File: src/rtl/core/fmpp_pkg.sv
// Package for the feed motor speed controller and line pacer.
// Holds shared types and fixed constants; no dependencies.
package fmpp_pkg;

  localparam int QBITS = 16;
  localparam logic signed [39:0] RESET_HZ_Q = 40'sd14417920;
  localparam logic signed [39:0] INT_LIMIT = 40'sd2147418112;
  localparam logic [45:0] FREQ_NUM = 46'd65536000000;

  localparam logic [2:0] REG_LINE_TOTAL = 3'd0;
  localparam logic [2:0] REG_TARGET_HZ = 3'd1;
  localparam logic [2:0] REG_BASE_DUTY = 3'd2;
  localparam logic [2:0] REG_LEAD_IN = 3'd3;
  localparam logic [2:0] REG_RUN_OUT = 3'd4;

  typedef enum logic [5:0] {
    S_IDLE = 6'b000001,
    S_DIV  = 6'b000010,
    S_FILT = 6'b000100,
    S_PI   = 6'b001000,
    S_CTRL = 6'b010000,
    S_OUT  = 6'b100000
  } state_t;

  typedef struct packed {
    logic load;
    logic div_step;
    logic filt;
    logic pi;
    logic ctrl;
  } cmd_t;

  typedef struct packed {
    logic changed;
    logic div_done;
  } stat_t;

endpackage

File: src/rtl/core/fmpp_ctrl.sv
// Controller state machine for the feed motor pacer.
// Uses fmpp_pkg; drives datapath commands and the stream handshakes.
module fmpp_ctrl (
  input  logic            clk,
  input  logic            rst,
  input  logic            in_valid,
  output logic            in_ready,
  output logic            out_valid,
  input  logic            out_ready,
  input  fmpp_pkg::stat_t stat,
  output fmpp_pkg::cmd_t  cmd
);

  fmpp_pkg::state_t state, state_next;

  always_ff @(posedge clk) begin
    if (rst) begin
      state <= fmpp_pkg::S_IDLE;
    end else begin
      state <= state_next;
    end
  end

  assign in_ready = (state == fmpp_pkg::S_IDLE);
  assign out_valid = (state == fmpp_pkg::S_OUT);

  always_comb begin
    state_next = state;
    cmd = '0;
    case (state)
      fmpp_pkg::S_IDLE: begin
        if (in_valid) begin
          cmd.load = 1'b1;
          if (stat.changed) state_next = fmpp_pkg::S_DIV;
        end
      end
      fmpp_pkg::S_DIV: begin
        if (stat.div_done) state_next = fmpp_pkg::S_FILT;
        else cmd.div_step = 1'b1;
      end
      fmpp_pkg::S_FILT: begin
        cmd.filt = 1'b1;
        state_next = fmpp_pkg::S_PI;
      end
      fmpp_pkg::S_PI: begin
        cmd.pi = 1'b1;
        state_next = fmpp_pkg::S_CTRL;
      end
      fmpp_pkg::S_CTRL: begin
        cmd.ctrl = 1'b1;
        state_next = fmpp_pkg::S_OUT;
      end
      fmpp_pkg::S_OUT: begin
        if (out_ready) state_next = fmpp_pkg::S_IDLE;
      end
      default: state_next = fmpp_pkg::S_IDLE;
    endcase
  end

endmodule

File: src/rtl/core/fmpp_dp.sv
// Datapath for the feed motor pacer: pacing, serial divider, filter, PI law.
// Uses fmpp_pkg; sequenced by fmpp_ctrl.
module fmpp_dp #(
  parameter int MAX_LINES = 4096,
  parameter int PULSES_PER_STEP = 4
) (
  input  logic            clk,
  input  logic            rst,
  input  fmpp_pkg::cmd_t  cmd,
  output fmpp_pkg::stat_t stat,
  input  logic            start_print,
  input  logic [31:0]     pulse_total,
  input  logic [23:0]     period_us,
  input  logic [12:0]     line_total,
  input  logic [9:0]      target_hz,
  input  logic [9:0]      base_duty,
  input  logic [9:0]      lead_in_steps,
  input  logic [9:0]      run_out_steps,
  output logic [9:0]      duty,
  output logic            line_valid,
  output logic [11:0]     line_index,
  output logic [15:0]     lost_pulses,
  output logic            sensor_power
);

  localparam logic [16:0] WIN_MAX = 17'(MAX_LINES);
  localparam logic [31:0] RECIP10 = 32'hCCCCCCCD;

  logic [31:0] last_pulse_total;
  logic signed [39:0] filtered_hz, integral_sum, err;
  logic printing_on;
  logic [15:0] step_count;

  logic printing_t, pacing_hit;
  logic [15:0] step_t;
  logic [31:0] diff;
  logic [16:0] win, rel;

  always_comb begin
    printing_t = printing_on | start_print;
    step_t = start_print ? 16'd0 : step_count;
    diff = pulse_total - last_pulse_total;
    pacing_hit = printing_t && (pulse_total != last_pulse_total) &&
                 ((pulse_total % 32'(PULSES_PER_STEP)) == 32'd0);
    if (pacing_hit && step_t != 16'hFFFF) step_t = step_t + 16'd1;
    win = ({4'd0, line_total} > WIN_MAX) ? WIN_MAX : {4'd0, line_total};
    rel = {1'b0, step_t} - {7'd0, lead_in_steps};
  end

  assign stat.changed = (pulse_total != last_pulse_total);

  // Restoring divider, one quotient bit a cycle.
  logic [45:0] quo;
  logic [24:0] rem;
  logic [5:0] bit_cnt;
  logic [23:0] per;
  assign stat.div_done = (bit_cnt == 6'd0);

  logic [24:0] rem_sh;
  assign rem_sh = {rem[23:0], quo[45]};

  always_ff @(posedge clk) begin
    if (cmd.load) begin
      per <= period_us;
      quo <= fmpp_pkg::FREQ_NUM;
      rem <= '0;
      bit_cnt <= 6'd46;
    end else if (cmd.div_step) begin
      bit_cnt <= bit_cnt - 6'd1;
      if (rem_sh >= {1'b0, per}) begin
        rem <= rem_sh - {1'b0, per};
        quo <= {quo[44:0], 1'b1};
      end else begin
        rem <= rem_sh;
        quo <= {quo[44:0], 1'b0};
      end
    end
  end

  // One shared reciprocal multiplier divides a magnitude by 10 or by 20.
  // The filter step uses floor((9f + x) / 10) = f + floor((x - f) / 10).
  logic signed [39:0] freq, dlt, q10, q20, sq10, sq20, filt_new, isum, ctl, t3;
  logic [31:0] div_mag;
  logic div_neg;
  logic [63:0] prod;

  always_comb begin
    if (per == 24'd0) freq = '0;
    else if (quo > 46'h7FFFFFFF) freq = 40'sh7FFFFFFF;
    else freq = $signed({8'd0, quo[31:0]});
    dlt = freq - filtered_hz;
    if (cmd.filt) begin
      div_neg = dlt[39];
      div_mag = dlt[39] ? 32'(40'sd9 - dlt) : dlt[31:0];
    end else if (cmd.pi) begin
      div_neg = err[39];
      div_mag = err[39] ? 32'(-err) : err[31:0];
    end else begin
      div_neg = integral_sum[39];
      div_mag = integral_sum[39] ? 32'(-integral_sum) : integral_sum[31:0];
    end
    prod = div_mag * RECIP10;
    q10 = $signed({11'd0, prod[63:35]});
    q20 = $signed({12'd0, prod[63:36]});
    sq10 = div_neg ? -q10 : q10;
    sq20 = div_neg ? -q20 : q20;
    filt_new = filtered_hz + sq10;
    isum = integral_sum + sq10;
    if (isum > fmpp_pkg::INT_LIMIT) isum = fmpp_pkg::INT_LIMIT;
    if (isum < -fmpp_pkg::INT_LIMIT) isum = -fmpp_pkg::INT_LIMIT;
    t3 = err * 3;
    ctl = $signed({14'd0, base_duty, 16'd0}) + t3 / 2 + sq20;
  end

  always_ff @(posedge clk) begin
    if (rst) begin
      last_pulse_total <= '0;
      filtered_hz <= fmpp_pkg::RESET_HZ_Q;
      integral_sum <= '0;
      printing_on <= 1'b0;
      step_count <= '0;
    end else begin
      if (cmd.load) begin
        printing_on <= printing_t;
        step_count <= step_t;
        if (stat.changed) begin
          last_pulse_total <= pulse_total;
          lost_pulses <= (diff - 32'd1 > 32'd65535) ? 16'hFFFF : 16'(diff - 32'd1);
          line_valid <= 1'b0;
          line_index <= '0;
          if (pacing_hit && step_t >= {6'd0, lead_in_steps} && rel < win) begin
            line_valid <= 1'b1;
            line_index <= rel[11:0];
          end
        end
      end
      if (cmd.filt) begin
        filtered_hz <= filt_new;
        err <= $signed({14'd0, target_hz, 16'd0}) - filt_new;
      end
      if (cmd.pi) begin
        integral_sum <= isum;
      end
      if (cmd.ctrl) begin
        if ({3'd0, step_count} > {6'd0, line_total} + {9'd0, run_out_steps}) begin
          printing_on <= 1'b0;
          duty <= '0;
          integral_sum <= '0;
        end else if (!printing_on) begin
          duty <= '0;
          integral_sum <= '0;
        end else if (ctl < 0) begin
          duty <= '0;
        end else if (ctl[39:16] > 24'd1023) begin
          duty <= 10'd1023;
        end else begin
          duty <= ctl[25:16];
        end
      end
    end
  end

  assign sensor_power = printing_on;

endmodule

File: src/rtl/core/feed_motor_pi_speed_and_line_pacer.sv
// Top level of the feed motor PI speed controller and line pacer.
// Uses fmpp_pkg, fmpp_ctrl and fmpp_dp.
// An item with a changed pulse total passes through the 46-step serial frequency
// divider, then the filter, PI and control states; an unchanged item gives no result.
module feed_motor_pi_speed_and_line_pacer #(
  parameter int MAX_LINES = 4096,
  parameter int PULSES_PER_STEP = 4
) (
  input  logic        clk,
  input  logic        rst,
  input  logic        s_tvalid,
  output logic        s_tready,
  input  logic [63:0] s_tdata,   // pulse_total, period_us
  input  logic        s_tuser,   // start_print
  output logic        m_tvalid,
  input  logic        m_tready,
  output logic [39:0] m_tdata,   // duty, line_index, lost_pulses, zero pad
  output logic [1:0]  m_tuser,   // line_valid, sensor_power
  input  logic        cfg_we,
  input  logic [2:0]  cfg_index,
  input  logic [12:0] cfg_data
);

  logic [12:0] line_total;
  logic [9:0] target_hz, base_duty, lead_in_steps, run_out_steps;

  always_ff @(posedge clk) begin
    if (rst) begin
      line_total <= 13'd0;
      target_hz <= 10'd220;
      base_duty <= 10'd200;
      lead_in_steps <= 10'd150;
      run_out_steps <= 10'd300;
    end else if (cfg_we) begin
      case (cfg_index)
        fmpp_pkg::REG_LINE_TOTAL: line_total <= cfg_data;
        fmpp_pkg::REG_TARGET_HZ: target_hz <= cfg_data[9:0];
        fmpp_pkg::REG_BASE_DUTY: base_duty <= cfg_data[9:0];
        fmpp_pkg::REG_LEAD_IN: lead_in_steps <= cfg_data[9:0];
        fmpp_pkg::REG_RUN_OUT: run_out_steps <= cfg_data[9:0];
        default: ;
      endcase
    end
  end

  fmpp_pkg::cmd_t cmd;
  fmpp_pkg::stat_t stat;
  logic [9:0] duty;
  logic line_valid, sensor_power;
  logic [11:0] line_index;
  logic [15:0] lost_pulses;

  fmpp_ctrl u_ctrl (
    .clk, .rst,
    .in_valid(s_tvalid), .in_ready(s_tready),
    .out_valid(m_tvalid), .out_ready(m_tready),
    .stat, .cmd
  );

  fmpp_dp #(.MAX_LINES(MAX_LINES), .PULSES_PER_STEP(PULSES_PER_STEP)) u_dp (
    .clk, .rst, .cmd, .stat,
    .start_print(s_tuser), .pulse_total(s_tdata[31:0]), .period_us(s_tdata[55:32]),
    .line_total, .target_hz, .base_duty, .lead_in_steps, .run_out_steps,
    .duty, .line_valid, .line_index, .lost_pulses, .sensor_power
  );

  assign m_tdata = {2'd0, lost_pulses, line_index, duty};
  assign m_tuser = {sensor_power, line_valid};

endmodule
File: config.mk
export PLATFORM = sky130hd
export DESIGN_NAME = feed_motor_pi_speed_and_line_pacer
export DESIGN_NICKNAME = d
export VERILOG_FILES = /design/src/rtl/core/fmpp_pkg.sv /design/src/rtl/core/fmpp_ctrl.sv /design/src/rtl/core/fmpp_dp.sv /design/src/rtl/core/feed_motor_pi_speed_and_line_pacer.sv
export SDC_FILE = /design/constraint.sdc
export NUM_CORES = 2
export LEC_CHECK = 0
export BUFFER_PORTS_ARGS = -buffer_cell sky130_fd_sc_hd__buf_2
export CELL_PAD_IN_SITES_DETAIL_PLACEMENT = 1
export CELL_PAD_IN_SITES_GLOBAL_PLACEMENT = 2
export CORE_MARGIN = 4
export CORE_UTILIZATION = 44
export DETAILED_ROUTE_END_ITERATION = 12
export PLACE_DENSITY = 0.88
export SLEW_MARGIN = 5
export SYNTH_ARGS = -nofsm -noshare
export SYNTH_HDL_FRONTEND = slang
export SYNTH_HIERARCHICAL = 1
export SYNTH_SLANG_ARGS = --single-unit
export TNS_END_PERCENT = 10
File: constraint.sdc
create_clock -name clk -period 36.5 [get_ports clk]
set_input_delay 1.825 -clock clk [delete_from_list [all_inputs] [get_ports clk]]
set_output_delay 1.825 -clock clk [all_outputs]
set_load 0.01 [all_outputs]
==> results.toml <==
[logic_synthesis]
synth_edf_count = 103
yosys_warnings = 6
yosys_register_bits = 367
synthArstFlopShare = 0
yosysUniqueCellTypes = 122
avgSynthCellArea_um2 = 8.504
synth_cells = 6196
ys.flop_type = "dfxtp_1"
synth.cell_area_mm2 = 0.05269
ys_seq_area_frac = 0.1590

[clock_network]
numCtsBuffers = 50
cts.sinks = 367
clk_latency_ps = 670
postCtsSetupRepairBufs = 0
postCtsResizedCells = 0
clockRootBuffer = "clkbuf_16"
cts_tree = "yes"
clk_pin_slew_ps = 60
cts_buffer_depth = 3
h-tree-depth = 2
holdBufCountCts = 0

[finish]
nNetsFinal = 7495
layout_common_cells = "inv_1, ha_1, nor2_1"
stdcell_count = 7880
final_layout_size_suffix_gt1_frac = 0.05606
area_growth_pct = 7.729
fillCellCount = 14135
layout_commonest_cell = "inv_1"

[worst_setup_path]
cp_num_buf_inv = 7
worst-path-max-fanout = 16
cp.required_ps = 37100
setup.worst_path.start_class = "flip-flop"
crit_slowest_cell = "a2111oi_0"
rr_startpoint = "u_dp/per[11]"
cp-end-kind = "flip-flop"
cp.arrival_ps = 23300
crit_start = "u_dp/per[11]"
cpPeakStageDelay_ps = 1030
criticalPathCategory = "flip-flop to flip-flop"
crit_family = "compound AO/OA/AOI/OAI gates"

[global_routing]
grt_pass1_wl_mm = 279.9
grt.overflow.total = 0
grt_pass1_vias = 47957
grt_use_total = 0.2845
grt_max_degree = 81
antenna_found_initial = 1

[sta]
hold_ws_ps = 454.7
worst_pin_slew_ps = 1307
max_slew_margin = 0.1276
max_freq_mhz = 44.06
hold_viol = 0
rsz0062_at_grt = "no"
clock_skew_ps = 45.26
fin_crit_sh = 0.6219
setup_viol = 0
maxSlewViolCount = 0
finalSetupTns_ps = 0
finalCriticalPeriod_ps = 22700

[routing]
avgViaCountPerCell = 5.772
drtIter0Drc = 2661
wl_per_cell_um = 23.15
drt_wl_total_mm = 182.4
vias = 45483
drcViolationCount = 0
first_pass_iters = 8
ant_nets = 0

[place]
placed_cells = 7786
dp_hpwl_mm = 153.9
io_buffers = 119
globalplace.congestion = 0.9659

[power_and_ir_drop]
p_leak_nw = 27.54
ir_drop_mv = 0.03975
p_total_mw = 1.449
powerDensity_mw_per_mm2 = 25.53

[run]
maxCapViolCount = 0

[outcome]
outcome = "complete, no violations"

[floorplanning]
die_h_um = 354.1
start_util = 0.4445
die-area_mm2 = 0.1254
pin_count = 130
coreArea_mm2 = 0.1186
row_count = 126
die_x_um = 354.1

[hold_path]
hp-start = "u_dp/last_pulse_total[14]"
min_path_type = "flip-flop to flip-flop"
-- worst register-to-register path: cells and delay by family, from the launching register on --
family | cells | cell delay (ps)
xor gates and xnor gates | 5 | 1410
and+or+nand+nor | 24 | 6880
adders and majority gates | 14 | 6360
DFF | 1 | 380
buffers and inverters | 7 | 710
AOI/OAI and AO/OA | 19 | 6920
-- synthesized netlist by cell type (42+ instances only) --
cell	n	area (µm²)
edfxtp_1	103	3093
o21ai_0	259	1296
nand2_1	342	1284
nor2b_1	63	394.1
xor2_1	135	1182
mux2i_1	150	1501
inv_1	914	3431
nand2b_1	123	769.5
nand4_1	71	444.2
a211oi_1	82	615.6
nand3_1	84	420.4
a21o_1	174	1306
clkbuf_1	127	476.7
nor2_1	567	2128
and3_1	47	294.0
ha_1	738	9234
nor3_1	106	530.5
fa_1	433	8668
dfxtp_1	264	5285
a21oi_1	385	1927
or3_1	52	325.3
o21a_1	64	480.5
o21bai_1	58	435.4
nor4_1	42	262.8
xnor2_1	244	2137
-- cell type report --
class / count / area [µm²] / area share
clock inverters: 24 / 344.1 / 0.006061
diodes: 1 / 2.502 / 0.00004408
flip-flops and latches: 367 / 8378 / 0.1476
clock buffers: 69 / 1476 / 0.02601
inverters: 916 / 3441 / 0.06061
well taps: 1600 / 2002 / 0.03527
repair buffers: 157 / 883.3 / 0.01556
multi-input cells: 4746 / 40240 / 0.7089
-- final timing paths --
| path | endpoint | slack [ps] | cells after the start |
|---|---|---|---|
| setup / recovery | u_dp/integral_sum[7] | 13800 | 69 |
| hold / removal | u_dp/last_pulse_total[14] | 450 | 2 |
| setup reg to reg | u_dp/integral_sum[7] | 13800 | 69 |
| hold reg to reg | u_dp/last_pulse_total[14] | 450 | 2 |
-- layer usage --
layer | share of wire | track usage | wire [µm] | up-vias
met5 | 0 | 0 | 0 | -
met4 | 0.042 | 0.1075 | 7720 | 0
met3 | 0.046 | 0.03704 | 8360 | 327
met2 | 0.48 | 0.4962 | 87810 | 1011
met1 | 0.43 | 0.3581 | 78510 | 22800
li1 | - | - | - | 21345
-- registers in the layout, summed over array words and instances (netlist names), 12 cells and up --
signal and cells:
u_dp/integral_sum 40, u_dp/err 40, u_dp/step_count 16, u_dp/per 24, u_dp/filtered_hz 40, u_dp/last_pulse_total 32, u_dp/quo 46, u_dp/rem 24
line_total 13, u_dp/lost_pulses 16, u_dp/line_index 12
-- stage by stage --
stage	setup WS, ps	utilization	cell area [µm²]
floorplan	19750	-	52700
global placement	14280	0.4634	54940
finish	13800	0.4788	56770
CTS	13850	0.4788	56760
global route	12450	0.4788	56760
detailed placement	13970	0.4634	54940
-- power breakdown --
part	internal, mW	switching (mW)
Combinational	0.166	0.265
Sequential	0.452	0.0160
Clock	0.328	0.222
Total	0.946	0.502
-- logic make-up after synthesis --
| logic type | Yosys count | share of synthesized area |
|---|---|---|
| mux | 157 | 0.03020 |
| flops | 367 | 0.1590 |
| fa+ha+maj | 1171 | 0.3397 |
| xor+xnor | 382 | 0.06404 |
| compound gates | 1358 | 0.1698 |
| other cells | 2 | 0.0001425 |
| buf+inv | 1084 | 0.07843 |
| simple gates | 1675 | 0.1586 |
Power figures use the tool's default switching activity.
